**config.mk**
```make
export PLATFORM = sky130hd
export DESIGN_NAME = integer_to_text_formatter
export DESIGN_NICKNAME = d
export VERILOG_FILES = /design/src/hdl/itf_pkg.sv /design/src/hdl/itf_ctrl.sv /design/src/hdl/itf_datapath.sv /design/src/hdl/integer_to_text_formatter.sv
export VERILOG_INCLUDE_DIRS = /design/src /design/src/hdl
export SDC_FILE = /design/constraint.sdc
export NUM_CORES = 1
export LEC_CHECK = 0
export BUFFER_PORTS_ARGS = -buffer_cell sky130_fd_sc_hd__buf_2
export CORE_UTILIZATION = 45
export DETAILED_ROUTE_END_ITERATION = 12
export PLACE_DENSITY = 0.73
export SLEW_MARGIN = 40
export SYNTH_ARGS = -nofsm -noshare
export SYNTH_HDL_FRONTEND = slang
export SYNTH_SLANG_ARGS = --single-unit
```
**constraint.sdc**
```tcl
create_clock -name i_clk -period 18.4 [get_ports i_clk]
set_input_delay 1.84 -clock i_clk [delete_from_list [all_inputs] [get_ports i_clk]]
set_output_delay 1.84 -clock i_clk [all_outputs]
set_load 0.1 [all_outputs]
```
**src/hdl/integer_to_text_formatter_assert.svh**
```systemverilog
// Assertion macros of the integer-to-text formatter RTL, used by its controller.
// Include this file inside a module body; it depends on nothing else.
`ifndef INTEGER_TO_TEXT_FORMATTER_ASSERT_SVH
`define INTEGER_TO_TEXT_FORMATTER_ASSERT_SVH

// The consequent must hold in the same cycle as the antecedent.
`define ITF_ASSERT_SAME(label, clk, rst_n, ante, cons, msg) \
    label: assert property (@(posedge clk) disable iff (!(rst_n)) (ante) |-> (cons)) \
        else $error(msg);

// The consequent must hold in the cycle after the antecedent.
`define ITF_ASSERT_NEXT(label, clk, rst_n, ante, cons, msg) \
    label: assert property (@(posedge clk) disable iff (!(rst_n)) (ante) |=> (cons)) \
        else $error(msg);

`endif

```
**src/hdl/itf_pkg.sv**
```systemverilog
// Shared types, constants and helper functions of the integer-to-text formatter.
// Used by the controller, the datapath and the top level; depends on nothing.
`default_nettype none

package itf_pkg;

    // Field widths of the request and of one result character.
    localparam int VALUE_W    = 64;
    localparam int MODE_W     = 2;
    localparam int WIDTH_W    = 6;
    localparam int CHAR_W     = 8;

    // Digit buffer: enough digits for a 64-bit value in octal.
    localparam int NUM_DIGITS = 22;
    localparam int DIGIT_W    = 4;
    localparam int IDX_W      = $clog2(NUM_DIGITS);
    localparam int CONV_W     = $clog2(VALUE_W + 1);

    // Default field width limit.
    localparam int MAX_FIELD_DEF = 40;

    // Base selection codes; any other code formats as hexadecimal.
    localparam logic [MODE_W-1:0] MODE_OCT = 2'd0;
    localparam logic [MODE_W-1:0] MODE_DEC = 2'd1;

    // ASCII codes used by the field builder.
    localparam logic [CHAR_W-1:0] CH_SPACE = 8'h20;
    localparam logic [CHAR_W-1:0] CH_PLUS  = 8'h2B;
    localparam logic [CHAR_W-1:0] CH_MINUS = 8'h2D;
    localparam logic [CHAR_W-1:0] CH_ZERO  = 8'h30;
    localparam logic [CHAR_W-1:0] CH_X     = 8'h78;
    localparam logic [CHAR_W-1:0] CH_A_UP  = 8'h41;
    localparam logic [CHAR_W-1:0] CH_A_LO  = 8'h61;

    // Which character source the datapath drives into the output register.
    typedef enum logic [2:0] {
        SEL_SPACE = 3'd0,
        SEL_SIGN  = 3'd1,
        SEL_ZERO  = 3'd2,
        SEL_X     = 3'd3,
        SEL_DIGIT = 3'd4
    } t_sel;

    // Commands from the controller to the datapath.
    typedef struct packed {
        logic load;
        logic conv;
        logic size;
        logic plan;
        logic emit;
        t_sel sel;
        logic last;
        logic dec_sp;
        logic dec_zp;
        logic dec_idx;
    } t_cmd;

    // Status from the datapath to the controller.
    typedef struct packed {
        logic in_decimal;
        logic conv_last;
        logic sp_zero;
        logic sp_one;
        logic zp_zero;
        logic zp_one;
        logic idx_zero;
        logic has_sign;
        logic has_prefix;
        logic left;
        logic out_free;
    } t_status;

    // ASCII character for one digit value.
    function automatic logic [CHAR_W-1:0] digit_char(input logic [DIGIT_W-1:0] d,
                                                     input logic upper);
        logic [CHAR_W-1:0] ext;
        ext = {{(CHAR_W - DIGIT_W){1'b0}}, d};
        if (d < 4'd10) begin
            return CH_ZERO + ext;
        end else if (upper) begin
            return CH_A_UP - 8'd10 + ext;
        end else begin
            return CH_A_LO - 8'd10 + ext;
        end
    endfunction

endpackage

`default_nettype wire

```
**src/hdl/itf_ctrl.sv**
```systemverilog
// Controller state machine of the integer-to-text formatter.
// Sequences conversion, planning and emission; uses itf_pkg and the assertion header.
`default_nettype none

module itf_ctrl (
    input  wire logic             i_clk,
    input  wire logic             i_rst_n,
    input  wire logic             i_valid,
    output logic                  o_stall,
    input  wire itf_pkg::t_status i_status,
    output itf_pkg::t_cmd         o_cmd
);
    import itf_pkg::*;

    `include "integer_to_text_formatter_assert.svh"

    typedef enum logic [10:0] {
        S_IDLE  = 11'b000_0000_0001,
        S_CONV  = 11'b000_0000_0010,
        S_SIZE  = 11'b000_0000_0100,
        S_PLAN  = 11'b000_0000_1000,
        S_LEAD  = 11'b000_0001_0000,
        S_SIGN  = 11'b000_0010_0000,
        S_PFX0  = 11'b000_0100_0000,
        S_PFXX  = 11'b000_1000_0000,
        S_ZERO  = 11'b001_0000_0000,
        S_DIGIT = 11'b010_0000_0000,
        S_TRAIL = 11'b100_0000_0000
    } t_state;

    t_state r_state;
    t_state n_state;

    // Next state and commands. Each emitting state waits for a free output register.
    always_comb begin
        n_state = r_state;
        o_cmd   = '0;
        o_cmd.sel = SEL_SPACE;
        case (r_state)
            S_IDLE: begin
                if (i_valid) begin
                    o_cmd.load = 1'b1;
                    n_state    = i_status.in_decimal ? S_CONV : S_SIZE;
                end
            end
            S_CONV: begin
                o_cmd.conv = 1'b1;
                if (i_status.conv_last) begin
                    n_state = S_SIZE;
                end
            end
            S_SIZE: begin
                o_cmd.size = 1'b1;
                n_state    = S_PLAN;
            end
            S_PLAN: begin
                o_cmd.plan = 1'b1;
                n_state    = S_LEAD;
            end
            S_LEAD: begin
                if (i_status.left || i_status.sp_zero) begin
                    n_state = S_SIGN;
                end else if (i_status.out_free) begin
                    o_cmd.emit   = 1'b1;
                    o_cmd.sel    = SEL_SPACE;
                    o_cmd.dec_sp = 1'b1;
                    if (i_status.sp_one) begin
                        n_state = S_SIGN;
                    end
                end
            end
            S_SIGN: begin
                if (!i_status.has_sign) begin
                    n_state = S_PFX0;
                end else if (i_status.out_free) begin
                    o_cmd.emit = 1'b1;
                    o_cmd.sel  = SEL_SIGN;
                    n_state    = S_PFX0;
                end
            end
            S_PFX0: begin
                if (!i_status.has_prefix) begin
                    n_state = S_ZERO;
                end else if (i_status.out_free) begin
                    o_cmd.emit = 1'b1;
                    o_cmd.sel  = SEL_ZERO;
                    n_state    = S_PFXX;
                end
            end
            S_PFXX: begin
                if (i_status.out_free) begin
                    o_cmd.emit = 1'b1;
                    o_cmd.sel  = SEL_X;
                    n_state    = S_ZERO;
                end
            end
            S_ZERO: begin
                if (i_status.zp_zero) begin
                    n_state = S_DIGIT;
                end else if (i_status.out_free) begin
                    o_cmd.emit   = 1'b1;
                    o_cmd.sel    = SEL_ZERO;
                    o_cmd.dec_zp = 1'b1;
                    if (i_status.zp_one) begin
                        n_state = S_DIGIT;
                    end
                end
            end
            S_DIGIT: begin
                if (i_status.out_free) begin
                    o_cmd.emit    = 1'b1;
                    o_cmd.sel     = SEL_DIGIT;
                    o_cmd.dec_idx = 1'b1;
                    o_cmd.last    = i_status.idx_zero &&
                                    (!i_status.left || i_status.sp_zero);
                    if (i_status.idx_zero) begin
                        n_state = (i_status.left && !i_status.sp_zero) ? S_TRAIL : S_IDLE;
                    end
                end
            end
            S_TRAIL: begin
                if (i_status.out_free) begin
                    o_cmd.emit   = 1'b1;
                    o_cmd.sel    = SEL_SPACE;
                    o_cmd.dec_sp = 1'b1;
                    o_cmd.last   = i_status.sp_one;
                    if (i_status.sp_one) begin
                        n_state = S_IDLE;
                    end
                end
            end
            default: begin
                n_state = S_IDLE;
            end
        endcase
    end

    // A new request is taken only between fields.
    assign o_stall = (r_state != S_IDLE);

    // State register.
    always_ff @(posedge i_clk) begin
        if (!i_rst_n) begin
            r_state <= S_IDLE;
        end else begin
            r_state <= n_state;
        end
    end

    // A character is only written into a free output register.
    `ITF_ASSERT_SAME(a_emit_free, i_clk, i_rst_n, o_cmd.emit, i_status.out_free, "emit into busy output")
    // The final character of a field returns the controller to idle.
    `ITF_ASSERT_NEXT(a_last_idle, i_clk, i_rst_n, o_cmd.emit && o_cmd.last, r_state == S_IDLE, "last char not followed by idle")
    // An accepted request always starts work on the next cycle.
    `ITF_ASSERT_NEXT(a_accept_busy, i_clk, i_rst_n, i_valid && !o_stall, r_state != S_IDLE, "accepted request left idle")
    // Nothing is emitted while the block is idle.
    `ITF_ASSERT_SAME(a_idle_quiet, i_clk, i_rst_n, r_state == S_IDLE, !o_cmd.emit, "emit while idle")

endmodule

`default_nettype wire

```
**src/hdl/itf_datapath.sv**
```systemverilog
// Datapath of the integer-to-text formatter: magnitude, digit buffer with BCD
// conversion, field planning counters and the output register. Uses itf_pkg.
`default_nettype none

module itf_datapath #(
    parameter int MAX_FIELD = itf_pkg::MAX_FIELD_DEF
) (
    input  wire logic                          i_clk,
    input  wire logic                          i_rst_n,
    input  wire logic signed [itf_pkg::VALUE_W-1:0] i_value,
    input  wire logic [itf_pkg::MODE_W-1:0]    i_mode,
    input  wire logic [itf_pkg::WIDTH_W-1:0]   i_min_width,
    input  wire logic [itf_pkg::WIDTH_W-1:0]   i_precision,
    input  wire logic                          i_left_justify,
    input  wire logic                          i_force_plus,
    input  wire logic                          i_space_sign,
    input  wire logic                          i_alt_prefix,
    input  wire logic                          i_zero_pad,
    input  wire logic                          i_upper_case,
    input  wire logic                          i_unsigned_value,
    input  wire itf_pkg::t_cmd                 i_cmd,
    output itf_pkg::t_status                   o_status,
    input  wire logic                          i_stall,
    output logic                               o_valid,
    output logic [itf_pkg::CHAR_W-1:0]         o_character,
    output logic                               o_last_char
);
    import itf_pkg::*;

    localparam int CntW  = $clog2(MAX_FIELD + 1);
    localparam int CalcW = CntW + 1;

    // Captured request fields.
    logic [VALUE_W-1:0]  r_mag;
    logic [DIGIT_W-1:0]  r_digits [NUM_DIGITS];
    logic [CONV_W-1:0]   r_conv_cnt;
    logic [CntW-1:0]     r_minw;
    logic [CntW-1:0]     r_prec;
    logic                r_left;
    logic                r_prefix;
    logic                r_zpad;
    logic                r_upper;
    logic                r_has_sign;
    logic [CHAR_W-1:0]   r_sign_char;

    // Field plan: padding spaces, zeros, and the index of the digit to send.
    logic [CntW-1:0]     r_sp;
    logic [CntW-1:0]     r_zp;
    logic [IDX_W-1:0]    r_idx;

    // Output register.
    logic                r_out_valid;
    logic [CHAR_W-1:0]   r_out_char;
    logic                r_out_last;

    logic [VALUE_W-1:0]  load_mag;
    logic                load_neg;
    logic [VALUE_W+1:0]  mag_ext;
    logic [DIGIT_W-1:0]  load_digits [NUM_DIGITS];
    logic [DIGIT_W-1:0]  adj_digits [NUM_DIGITS];
    logic [DIGIT_W-1:0]  conv_digits [NUM_DIGITS];
    logic [IDX_W-1:0]    msd_idx;
    logic [CalcW-1:0]    place;
    logic [CalcW-1:0]    prec_c;
    logic [CalcW-1:0]    minw_c;
    logic [CalcW-1:0]    body;
    logic [CalcW-1:0]    zp0;
    logic [CalcW-1:0]    need;
    logic [CalcW-1:0]    sp0;
    logic [CalcW-1:0]    plan_sp;
    logic [CalcW-1:0]    plan_zp;
    logic [CHAR_W-1:0]   emit_char;
    logic                out_free;

    // Width limit applied to the requested widths.
    function automatic logic [CntW-1:0] sat_width(input logic [WIDTH_W-1:0] w);
        if (w > WIDTH_W'(MAX_FIELD)) begin
            return CntW'(MAX_FIELD);
        end else begin
            return CntW'(w);
        end
    endfunction

    // Magnitude of the request and the direct octal or hex digit split.
    always_comb begin
        load_neg = !i_unsigned_value && i_value[VALUE_W-1];
        load_mag = load_neg ? (VALUE_W'(0) - i_value) : i_value;
        mag_ext  = {2'b00, load_mag};
        for (int k = 0; k < NUM_DIGITS; k++) begin
            if (i_mode == MODE_OCT) begin
                load_digits[k] = {1'b0, mag_ext[3*k +: 3]};
            end else if (i_mode == MODE_DEC) begin
                load_digits[k] = '0;
            end else if (k < VALUE_W / DIGIT_W) begin
                load_digits[k] = mag_ext[DIGIT_W*k +: DIGIT_W];
            end else begin
                load_digits[k] = '0;
            end
        end
    end

    // One shift-and-add-3 step of the binary to BCD conversion.
    always_comb begin
        for (int k = 0; k < NUM_DIGITS; k++) begin
            adj_digits[k] = (r_digits[k] >= 4'd5) ? (r_digits[k] + 4'd3) : r_digits[k];
        end
        conv_digits[0] = {adj_digits[0][DIGIT_W-2:0], r_mag[VALUE_W-1]};
        for (int k = 1; k < NUM_DIGITS; k++) begin
            conv_digits[k] = {adj_digits[k][DIGIT_W-2:0], adj_digits[k-1][DIGIT_W-1]};
        end
    end

    // Position of the most significant nonzero digit; zero keeps one digit.
    always_comb begin
        msd_idx = '0;
        for (int k = 1; k < NUM_DIGITS; k++) begin
            if (r_digits[k] != '0) begin
                msd_idx = IDX_W'(k);
            end
        end
    end

    // Field plan from the digit count, precision, sign, prefix and width.
    always_comb begin
        place  = CalcW'(r_idx) + CalcW'(1);
        prec_c = CalcW'(r_prec);
        minw_c = CalcW'(r_minw);
        body   = (prec_c > place) ? prec_c : place;
        zp0    = (prec_c > place) ? (prec_c - place) : '0;
        need   = body + CalcW'(r_has_sign) + (r_prefix ? CalcW'(2) : CalcW'(0));
        sp0    = (minw_c > need) ? (minw_c - need) : '0;
        if (r_zpad) begin
            plan_zp = (sp0 > zp0) ? sp0 : zp0;
            plan_sp = '0;
        end else begin
            plan_zp = zp0;
            plan_sp = sp0;
        end
    end

    // Character source selection.
    always_comb begin
        case (i_cmd.sel)
            SEL_SPACE: emit_char = CH_SPACE;
            SEL_SIGN:  emit_char = r_sign_char;
            SEL_ZERO:  emit_char = CH_ZERO;
            SEL_X:     emit_char = CH_X;
            SEL_DIGIT: emit_char = digit_char(r_digits[r_idx], r_upper);
            default:   emit_char = CH_SPACE;
        endcase
    end

    assign out_free = !r_out_valid || !i_stall;

    // Request capture, conversion and planning registers.
    always_ff @(posedge i_clk) begin
        if (i_cmd.load) begin
            r_mag      <= load_mag;
            r_digits   <= load_digits;
            r_conv_cnt <= CONV_W'(VALUE_W);
            r_minw     <= sat_width(i_min_width);
            r_prec     <= sat_width(i_precision);
            r_left     <= i_left_justify;
            r_prefix   <= i_alt_prefix;
            r_zpad     <= i_zero_pad;
            r_upper    <= i_upper_case;
            r_has_sign <= !i_unsigned_value && (load_neg || i_force_plus || i_space_sign);
            if (load_neg) begin
                r_sign_char <= CH_MINUS;
            end else if (i_force_plus) begin
                r_sign_char <= CH_PLUS;
            end else begin
                r_sign_char <= CH_SPACE;
            end
        end else if (i_cmd.conv) begin
            r_digits   <= conv_digits;
            r_mag      <= {r_mag[VALUE_W-2:0], 1'b0};
            r_conv_cnt <= r_conv_cnt - CONV_W'(1);
        end
        if (i_cmd.size) begin
            r_idx <= msd_idx;
        end else if (i_cmd.dec_idx) begin
            r_idx <= r_idx - IDX_W'(1);
        end
        if (i_cmd.plan) begin
            r_sp <= CntW'(plan_sp);
            r_zp <= CntW'(plan_zp);
        end else begin
            if (i_cmd.dec_sp) begin
                r_sp <= r_sp - CntW'(1);
            end
            if (i_cmd.dec_zp) begin
                r_zp <= r_zp - CntW'(1);
            end
        end
    end

    // Output register: filled on emit, emptied when the receiver takes it.
    always_ff @(posedge i_clk) begin
        if (!i_rst_n) begin
            r_out_valid <= 1'b0;
        end else if (i_cmd.emit) begin
            r_out_valid <= 1'b1;
        end else if (!i_stall) begin
            r_out_valid <= 1'b0;
        end
    end

    always_ff @(posedge i_clk) begin
        if (i_cmd.emit) begin
            r_out_char <= emit_char;
            r_out_last <= i_cmd.last;
        end
    end

    assign o_valid     = r_out_valid;
    assign o_character = r_out_char;
    assign o_last_char = r_out_last;

    // Status toward the controller.
    always_comb begin
        o_status.in_decimal = (i_mode == MODE_DEC);
        o_status.conv_last  = (r_conv_cnt == CONV_W'(1));
        o_status.sp_zero    = (r_sp == '0);
        o_status.sp_one     = (r_sp == CntW'(1));
        o_status.zp_zero    = (r_zp == '0);
        o_status.zp_one     = (r_zp == CntW'(1));
        o_status.idx_zero   = (r_idx == '0);
        o_status.has_sign   = r_has_sign;
        o_status.has_prefix = r_prefix;
        o_status.left       = r_left;
        o_status.out_free   = out_free;
    end

endmodule

`default_nettype wire

```
**src/hdl/integer_to_text_formatter.sv**
```systemverilog
// Top level of the integer-to-text formatter: controller plus datapath.
// Depends on itf_pkg, itf_ctrl and itf_datapath.
//
// Usage: a request (value, base, widths, flags) is offered with i_valid and is
// taken at a clock edge where o_stall is low. The field comes back on the output
// channel as one ASCII character per output word, o_valid framing each and
// o_last_char marking the final character of the field.
// Work per request: capture, then bit-serial binary to BCD conversion for
// decimal (none for octal or hex, whose digits are plain bit groups), then
// sizing the digits and planning the padding, then one character per cycle
// while the output register is free, with up to four empty field sections
// (leading spaces, sign, prefix, zeros) passed over without a character.
// Decimal conversion and empty field sections delay the first character.
// The next request is taken in the cycle after the last character is written,
// even while that character still waits in the output register. A stall from
// the receiver holds the output register and pauses emission. Reset
// (synchronous, active low) empties the output register and idles the controller.
`default_nettype none

module integer_to_text_formatter #(
    parameter int MAX_FIELD = itf_pkg::MAX_FIELD_DEF
) (
    input  wire logic                               i_clk,
    input  wire logic                               i_rst_n,
    input  wire logic                               i_valid,
    output logic                                    o_stall,
    input  wire logic signed [itf_pkg::VALUE_W-1:0] i_value,
    input  wire logic [itf_pkg::MODE_W-1:0]         i_mode,
    input  wire logic [itf_pkg::WIDTH_W-1:0]        i_min_width,
    input  wire logic [itf_pkg::WIDTH_W-1:0]        i_precision,
    input  wire logic                               i_left_justify,
    input  wire logic                               i_force_plus,
    input  wire logic                               i_space_sign,
    input  wire logic                               i_alt_prefix,
    input  wire logic                               i_zero_pad,
    input  wire logic                               i_upper_case,
    input  wire logic                               i_unsigned_value,
    output logic                                    o_valid,
    input  wire logic                               i_stall,
    output logic [itf_pkg::CHAR_W-1:0]              o_character,
    output logic                                    o_last_char
);
    import itf_pkg::*;

    t_cmd    cmd;
    t_status status;

    // Sequencer for conversion, planning and emission.
    itf_ctrl u_ctrl (
        .i_clk    (i_clk),
        .i_rst_n  (i_rst_n),
        .i_valid  (i_valid),
        .o_stall  (o_stall),
        .i_status (status),
        .o_cmd    (cmd)
    );

    // Digit buffer, field counters and output register.
    itf_datapath #(
        .MAX_FIELD (MAX_FIELD)
    ) u_datapath (
        .i_clk            (i_clk),
        .i_rst_n          (i_rst_n),
        .i_value          (i_value),
        .i_mode           (i_mode),
        .i_min_width      (i_min_width),
        .i_precision      (i_precision),
        .i_left_justify   (i_left_justify),
        .i_force_plus     (i_force_plus),
        .i_space_sign     (i_space_sign),
        .i_alt_prefix     (i_alt_prefix),
        .i_zero_pad       (i_zero_pad),
        .i_upper_case     (i_upper_case),
        .i_unsigned_value (i_unsigned_value),
        .i_cmd            (cmd),
        .o_status         (status),
        .i_stall          (i_stall),
        .o_valid          (o_valid),
        .o_character      (o_character),
        .o_last_char      (o_last_char)
    );

endmodule

`default_nettype wire
```
* Word level (Yosys, flattened, before mapping)
Cells that the tools add are included.
** Word-level totals
- Register bits after elaboration :: 222
- Output and inout bits :: 11
- Logic and storage cells :: 333
** Cells by class
- Add/sub/neg operators :: 35
- Order comparisons :: 29
- Eq/ne operators :: 34
- Mux-type cells :: 151
- Bitwise logic cells :: 1
- Reductions and logical operators :: 44
** Operators with widths (count)
- two-way mux 4 bit :: 72
- two-way mux 11 bit :: 18
- two-way mux 64 bit :: 3
- two-way mux 88 bit :: 2
- one-hot mux 11 bit (11 select lines) :: 1
- greater-or-equal comparator 4 x 3 -> 1 bit, second input constant :: 22
- adder 4 x 2 -> 4 bit, second input constant :: 21
- nonzero test 4 bit :: 21
- subtractor 1 x 64 -> 64 bit, first input constant :: 1
- two-way mux 6 bit :: 8
- two-way mux 5 bit :: 9
- two-way mux 3 bit :: 11
- one-hot mux 8 bit (4 select lines) :: 1
- one-hot mux 4 bit (7 select lines) :: 1
- two-way mux 7 bit :: 3
- binary-select mux 4 bit (select 5 bit) :: 1
- two-way mux 8 bit :: 2
- adder 6 x 4 -> 7 bit, first input constant :: 2
- greater-than comparator 6 x 7 -> 1 bit :: 2
- two-way mux 1 bit :: 14
- subtractor 6 x 7 -> 7 bit :: 2
- AND reduction 13 bit :: 1
- equality test 6 x 1 -> 1 bit, second input constant :: 2
- greater-than comparator 6 bit, second input constant :: 2
- other kinds (43) :: 72

* Depth between registers and ports, before layout
Gate-level depths: netlist (run 1).
- Depth after elaboration :: 23
- Mapped depth :: 36

* Cells and area by module
A second synthesis (run 1) with hierarchy kept.
** Unflattened totals
- Cells, all modules :: 1652
- Area total of the unflattened synthesis :: 15583.7 sq um
** Modules (own cells, without submodules)
- itf_datapath :: instances 1, cells an instance 1509, area each 14496.4 sq um, seq. area each 6075.8 sq um
- itf_ctrl :: instances 1, cells an instance 143, area each 1087.3 sq um, seq. area each 220.2 sq um

* Least setup slack after synthesis (run 1)
No wires, ideal clock.
- Path kind :: register to register
- From :: register u_datapath.r_idx[0]
- To :: register u_datapath.r_zp[5], data pin
- Arrival time :: 7.404 ns
- Data required time :: 18.242 ns
- Setup slack :: 10.838 ns
- Cell stages (with the launch flop) :: 35
- Path buffers :: 5
- Cell sequence :: edfxtp_1 > buf_2 > buf_2 > buf_1 > inv_1 > nor2_1 > nand3_1 > ha_1 > and3_1 > and2_1 > a32oi_1 > clkbuf_1 > nor2_1 > a21oi_1 > ha_1 > inv_1 > fa_1 > nor3_1 > xor2_1 > nor2_1 > a21oi_1 > ha_1 > or2_2 > o311a_1 > o21bai_1 > nor2_1 > ha_1 > a21o_1 > a21oi_1 > a211oi_1 > o2111ai_1 > o2111a_1 > clkbuf_1 > or4_1 > o211ai_1
** Between the ends
- Longest elaborated chain between the ends :: 11
- Elaborated cells between the ends (all ways) :: 14
- Classes of those cells :: add/sub (5); order compare (3); mux (6)
** Ends and longest elaborated chain
- start, declared :: line itf_datapath.sv:49 : logic [IDX_W-1:0] r_idx;
- start signal, assigned :: line itf_datapath.sv:181 : r_idx <= msd_idx;
- start signal, assigned :: line itf_datapath.sv:183 : r_idx <= r_idx - IDX_W'(1);
- adder 5 x 1 -> 6 bit (*) :: line itf_datapath.sv:125 : place = CalcW'(r_idx) + CalcW'(1);
- greater-than comparator 6 x 7 -> 1 bit :: line itf_datapath.sv:128, itf_datapath.sv:129
- two-way mux 7 bit :: line itf_datapath.sv:128 : body = (prec_c > place) ? prec_c : place;
- adder 7 x 1 -> 7 bit :: line itf_datapath.sv:130 : need = body + CalcW'(r_has_sign) + (r_prefix ? CalcW'(2) : CalcW'(0));
- adder 7 bit :: line itf_datapath.sv:130
- subtractor 6 x 7 -> 7 bit or greater-than comparator 6 x 7 -> 1 bit (tied branches) :: line itf_datapath.sv:131 : sp0 = (minw_c > need) ? (minw_c - need) : '0;
- two-way mux 7 bit :: line itf_datapath.sv:131
- greater-than comparator 7 bit :: line itf_datapath.sv:133 : plan_zp = (sp0 > zp0) ? sp0 : zp0;
- two-way mux 6 bit :: line itf_datapath.sv:133
- two-way mux 6 bit (*) :: line itf_datapath.sv:132 : if (r_zpad) begin
- two-way mux 6 bit (*) :: line itf_datapath.sv:185 : if (i_cmd.plan) begin
- end signal, assigned :: line itf_datapath.sv:187 : r_zp <= CntW'(plan_zp);
- end signal, assigned :: line itf_datapath.sv:193 : r_zp <= r_zp - CntW'(1);
- end, declared :: line itf_datapath.sv:48 : logic [CntW-1:0] r_zp;
Every way passes the cells marked *; elsewhere a longest branch is shown, timed or not.
A chain may end at the register's enable or synchronous reset.

* Worst setup path after layout (run 1)
Ends and elaborated chain as after synthesis.

==> impl_metrics.yaml, run 1 <==
clock_network:
  cts-resized-gates: 0
  cts_buffers: 26
  ctsHoldBuffers: 0
  htree_levels: 1
  postCtsSetupBuffers: 0
  cts.sinks: 216
  cts_tree: "done"
  cts.clk_slew.worst_paths_ns: 0.06
  clock_latency_ns: 0.56
  cts_root_buffer: "clkbuf_16"
  clock_path_buffers: 3
global_routing:
  grt_pass1_vias: 11600
  track_usage: 0.231
  overflow: 0
  grt_pass1_wl_mm: 62.0
  grt_max_degree: 107
  antenna_found_initial: 1
power:
  pwr_density_cell_nw_per_um2: 127
  p_leak_nw: 6.37
  p_switching_w: 0.000796
  max-vdd-ir-drop_uv: 69.2
  clockPowerShare: 0.246
  internal_power_w: 0.00135
  combPwrFrac: 0.372
  power_frac_seq: 0.382
  p_sw_frac: 0.372
timing:
  report.final.slew_viol_count: 0
  hold_slack_ns: 0.502
  rsz0062_at_grt: "no"
  fin_crit_ns: 7.30
  fmax_mhz: 137
  slew_headroom: 0.447
  finalSetupViolations: 0
  worst_pin_slew_ns: 0.830
  tns_ns: 0
  min_period_over_period: 0.397
  hold_viol: 0
  skew_ns: 0.0298
min_path:
  hold_path.class: "reg -> reg"
  hold_depth: 2
setup_path:
  crit_path_end_kind: "flop"
  cp-start-kind: "flop"
  crit_path_frequent_cell: "ha_1"
  required_ns: 18.77
  ff2ff_path_depth: 31
  path_class: "reg -> reg"
  path_max_fanout: 31
  arrival_ns: 7.67
  slowest_stage: "o21bai_1"
  max_stage_delay_ns: 0.44
placement:
  dp.cells: 2074
  portBuffers: 98
  placedInstanceArea_um2: 15900
  dp_hpwl_mm: 28.8
  gp_congestion: 0.930
floorplanning:
  core_um2: 32700
  dieArea_um2: 34200
  ios: 100
  dieWidth_um: 185
  rows: 66
  die_h_um: 185
  start_util: 0.460
detailed_routing:
  drtIter0Drc: 1294
  ant_nets: 0
  drc: 0
  drtPass1Iterations: 5
  drt-total-wl_mm: 39.4
  vias: 12500
  routed_via_density: 5.89
  drt-wirelength-per-cell_um: 18.6
synth:
  yosysSeqAreaShare: 0.419
  synth_edf_count: 197
  yosys.area.top_type_share: 0.393
  synthDistinctLibCells: 76
  synth_top_cell_by_area: "edfxtp_1"
  synthFlopType: "edfxtp_1"
  synthArstFlopShare: 0
  synthTopCellsByArea: "edfxtp_1 39%, ha_1 6.3%, nand2_1 5.2%, xnor2_1 4.1%, a21oi_1 4.1%"
  syn_area_um2: 15000
  ys_ff_latch: 216
  syn-mean-instance-area_um2: 9.46
  synth_fp_nets: 1758
  syn-instance-count: 1590
  yosys_warnings: 0
run:
  drv_cap: 0
finish:
  final_common_cell: "nand2_1"
  final_cell_mix: "205 x nand2_1, 197 x edfxtp_1, 131 x nor2_1, 124 x a21oi_1, 112 x o21ai_0"
  diodes: 0
  finalNonFillerCells: 2122
  drive_above_1_share: 0.122
  nNetsFinal: 1828
  syn2layout_area_growth_pct: 11.9
  design_area_um2: 16800
outcome:
  status: "completed"
[per-stage QoR]
step | utilization | power [W] | worst slack [ns]
final | 0.515 | 0.00214 | 11.10
after global placement | 0.487 | 0.00158 | 11.32
after floorplan | - | 0.00141 | 10.84
after detailed placement | 0.487 | 0.00161 | 11.14
after CTS | 0.514 | 0.00214 | 11.10
after global routing | 0.515 | 0.00228 | 10.38
[synth_stat cells (9+ instances only)]
master / instances
nand2_1: 209
edfxtp_1: 197
nor2_1: 131
a21oi_1: 124
o21ai_0: 114
inv_1: 77
ha_1: 76
xnor2_1: 71
clkbuf_1: 53
xor2_1: 48
nor3b_1: 39
nand2b_1: 32
o22ai_1: 29
a21o_1: 24
nand3_1: 22
mux2i_1: 21
nor3_1: 21
o31ai_1: 21
mux4_2: 20
dfxtp_1: 19
o221ai_1: 18
or3_1: 16
a221oi_1: 13
and2_1: 13
nor4_1: 12
or2_2: 12
or4_1: 12
buf_1: 11
nor2b_1: 9
[final cells by class]
type | instances | area [µm²]
fillers | 3052 | 15900
multi-input cells | 1227 | 8220
flip-flops and latches | 216 | 6300
clock buffers | 34 | 702
repair buffers | 109 | 577
well taps | 442 | 553
inverters | 80 | 303
clock inverters | 14 | 178
[worst paths after layout]
check | from | slack (ns) | endpoint
setup / recovery | u_datapath.r_idx[0] | 11.10 | u_datapath.r_zp[5]
hold / removal | u_ctrl.r_state[6] | 0.50 | u_ctrl.r_state[6]
setup reg to reg | u_datapath.r_idx[0] | 11.10 | u_datapath.r_zp[5]
hold reg to reg | u_ctrl.r_state[6] | 0.50 | u_ctrl.r_state[6]
[power by group through the flow]
stage,Clock (W),Sequential (W),Combinational [W]
floorplan,0,0.000798,0.000608
finish,0.000527,0.000818,0.000796
CTS,0.000534,0.000815,0.000789
global placement,0,0.000819,0.000759
global route,0.000550,0.000832,0.000894
detailed placement,0,0.000824,0.000783
[critical path: cells and delay by family, from the launching register on]
| kind | cells | cell delay, ns |
|---|---|---|
| buffers and inverters | 4 | 0.81 |
| XOR/XNOR | 2 | 0.46 |
| flip-flops | 1 | 0.32 |
| AND/OR/NAND/NOR | 9 | 1.67 |
| adder cells (fa/ha/maj) | 6 | 1.82 |
| AO/OA/AOI/OAI | 10 | 2.05 |
[logic make-up after synthesis]
group                      synth area share
AOI/OAI and AO/OA                     0.178
adders and majority gates            0.0679
muxes                                0.0469
other                              0.000249
and+or+nand+nor                       0.182
xor gates and xnor gates             0.0693
buffers and inverters                0.0371
DFF                                   0.419
[layer usage]
layer  vias to the layer above  routed length [µm]  track usage
met5                         -                   0            0
met4                         0                 932       0.0602
met3                        71                3260       0.0340
met2                       548               17400        0.357
met1                      5890               17800        0.337
li1                       5991                   -            -
[flip-flops by register name, indices dropped and copies added, names as in the netlist, 5 cells and up]
signal,flops
u_datapath.r_digits,88
u_datapath.r_mag,64
u_ctrl.r_state,11
u_datapath.o_character,7
u_datapath.r_conv_cnt,7
u_datapath.r_minw,6
u_datapath.r_prec,6
u_datapath.r_sp,6
u_datapath.r_zp,6
u_datapath.r_idx,5
(Power assumes the default switching activity.)
==> run 2: changes to the inputs <==
- clock period: 18.4 -> 7.33 ns (I/O delays scaled with it)
==> run 2 against run 1 <==
Against the previous run:
- hold slack got worse by 0.13 ns
- maximum frequency up 6.9%
- clock skew fell by 0.0077 ns
- highest routed layer is now met5
- count of clock-buffer cells in the layout decreased by 1
- register-to-register slack got worse by 11 ns
- flip-flop and latch count did not move
==> impl_metrics.yaml, run 2 (synthesis gave the netlist of run 1 again) <==
setup_path:
  crit_path_end_kind: "flop"
  required_ns: 7.71
  crit_path_frequent_cell: "ha_1"
  max_stage_delay_ns: 0.45
  arrival_ns: 7.21
  path_max_fanout: 10
  slowest_stage: "fa_1"
  cp-start-kind: "flop"
  path_class: "reg -> reg"
timing:
  hold_viol: 0
  tns_ns: 0
  skew_ns: 0.0220
  fmax_mhz: 146
  min_period_over_period: 0.932
  worst_pin_slew_ns: 0.892
  hold_slack_ns: 0.375
  fin_crit_ns: 6.83
  slew_headroom: 0.401
  report.final.slew_viol_count: 0
  rsz0062_at_grt: "no"
  finalSetupViolations: 0
clock_network:
  cts_buffers: 25
  clock_latency_ns: 0.54
  cts.sinks: 216
  postCtsSetupBuffers: 0
  clock_path_buffers: 3
  htree_levels: 1
  cts.clk_slew.worst_paths_ns: 0.06
  cts_root_buffer: "clkbuf_16"
  cts_tree: "done"
finish:
  syn2layout_area_growth_pct: 11.8
  nNetsFinal: 1828
  final_common_cell: "nand2_1"
  multi_input_area_um2: 8240
  largest_reg_flops: 88
  finalNonFillerCells: 2121
  top_register: "u_datapath.r_digits"
  layout.area.seq_um2: 6300
  fill_cells: 3022
  reg_top3: "u_datapath.r_digits x88, u_datapath.r_mag x64, u_ctrl.r_state x11"
  drive_above_1_share: 0.121
  final_cell_mix: "205 x nand2_1, 197 x edfxtp_1, 131 x nor2_1, 124 x a21oi_1, 111 x o21ai_0"
  diodes: 0
power:
  max-vdd-ir-drop_uv: 195
  p_leak_nw: 6.37
  pwr_density_cell_nw_per_um2: 318
global_routing:
  grt_pass1_wl_mm: 62.0
  antenna_found_initial: 1
  grt_pass1_vias: 11600
  track_usage: 0.230
  overflow: 0
  grt_max_degree: 87
placement:
  dp.cells: 2075
  gp_congestion: 0.877
  portBuffers: 98
  dp_hpwl_mm: 28.8
floorplanning:
  ios: 100
  start_util: 0.460
  rows: 66
  core_um2: 32700
  dieArea_um2: 34200
  die_h_um: 185
  dieWidth_um: 185
min_path:
  hold_path.class: "in -> reg"
detailed_routing:
  drt-total-wl_mm: 39.5
  routed_via_density: 5.96
  ant_nets: 0
  drc: 0
  drtIter0Drc: 1185
  vias: 12600
  drt-wirelength-per-cell_um: 18.6
  drtPass1Iterations: 7
run:
  drv_cap: 0
outcome:
  status: "completed"
run 2: area by class of cell:
type / instances / share of cell area
repair buffers: 110 / 0.0353
flip-flops and latches: 216 / 0.374
clock buffers: 33 / 0.0390
well taps: 442 / 0.0329
inverters: 80 / 0.0180
clock inverters: 13 / 0.0106
multi-input cells: 1227 / 0.490
run 2: metal layers:
| metal | wire length (µm) | vias up | track usage | share of wire |
|---|---|---|---|---|
| met5 | 13 | - | 0 | 0.00033 |
| met3 | 3600 | 75 | 0.0393 | 0.091 |
| met4 | 1010 | 2 | 0.0668 | 0.026 |
| met1 | 17500 | 5943 | 0.330 | 0.44 |
| li1 | - | 6007 | - | - |
| met2 | 17300 | 610 | 0.354 | 0.44 |
run 2: through the flow:
| stage | area [µm²] | util | power [W] | setup slack [ns] |
|---|---|---|---|---|
| floorplan | 15100 | - | 0.00353 | 0.102 |
| global placement | 15900 | 0.487 | 0.00396 | 0.453 |
| detailed placement | 16000 | 0.488 | 0.00404 | 0.327 |
| CTS | 16800 | 0.514 | 0.00534 | 0.292 |
| global route | 16800 | 0.514 | 0.00567 | 0.00816 |
| finish | 16800 | 0.514 | 0.00535 | 0.500 |
run 2: power breakdown:
part | switching (W) | total [W] | internal (W)
logic | 0.00121 | 0.00202 | 0.000802
clock network | 0.000514 | 0.00129 | 0.000774
registers | 0.000250 | 0.00205 | 0.00180
run 2: worst max-delay path: cells and delay by family (launching register included):
family / cells / cell delay [ns]
XOR/XNOR: 2 / 0.46
adder cells (fa/ha/maj): 5 / 1.63
buffers and inverters: 3 / 0.37
flip-flops: 1 / 0.44
AND/OR/NAND/NOR: 8 / 1.64
AO/OA/AOI/OAI: 10 / 2.12
run 2: final timing paths:
kind	startpoint	to	slack, ns	depth (start not counted)
setup / recovery	u_datapath.r_idx[1]	u_datapath.r_zp[5]	0.50	28
hold / removal	i_alt_prefix	u_datapath.r_prefix	0.38	1
setup reg to reg	u_datapath.r_idx[1]	u_datapath.r_zp[5]	0.50	28
hold reg to reg	u_ctrl.r_state[6]	u_ctrl.r_state[6]	0.50	2
run 2: what timing repair did:
action,in CTS,in global routing
hold buffers,0,0
gates resized for setup,0,3
setup endpoints to repair,0,6
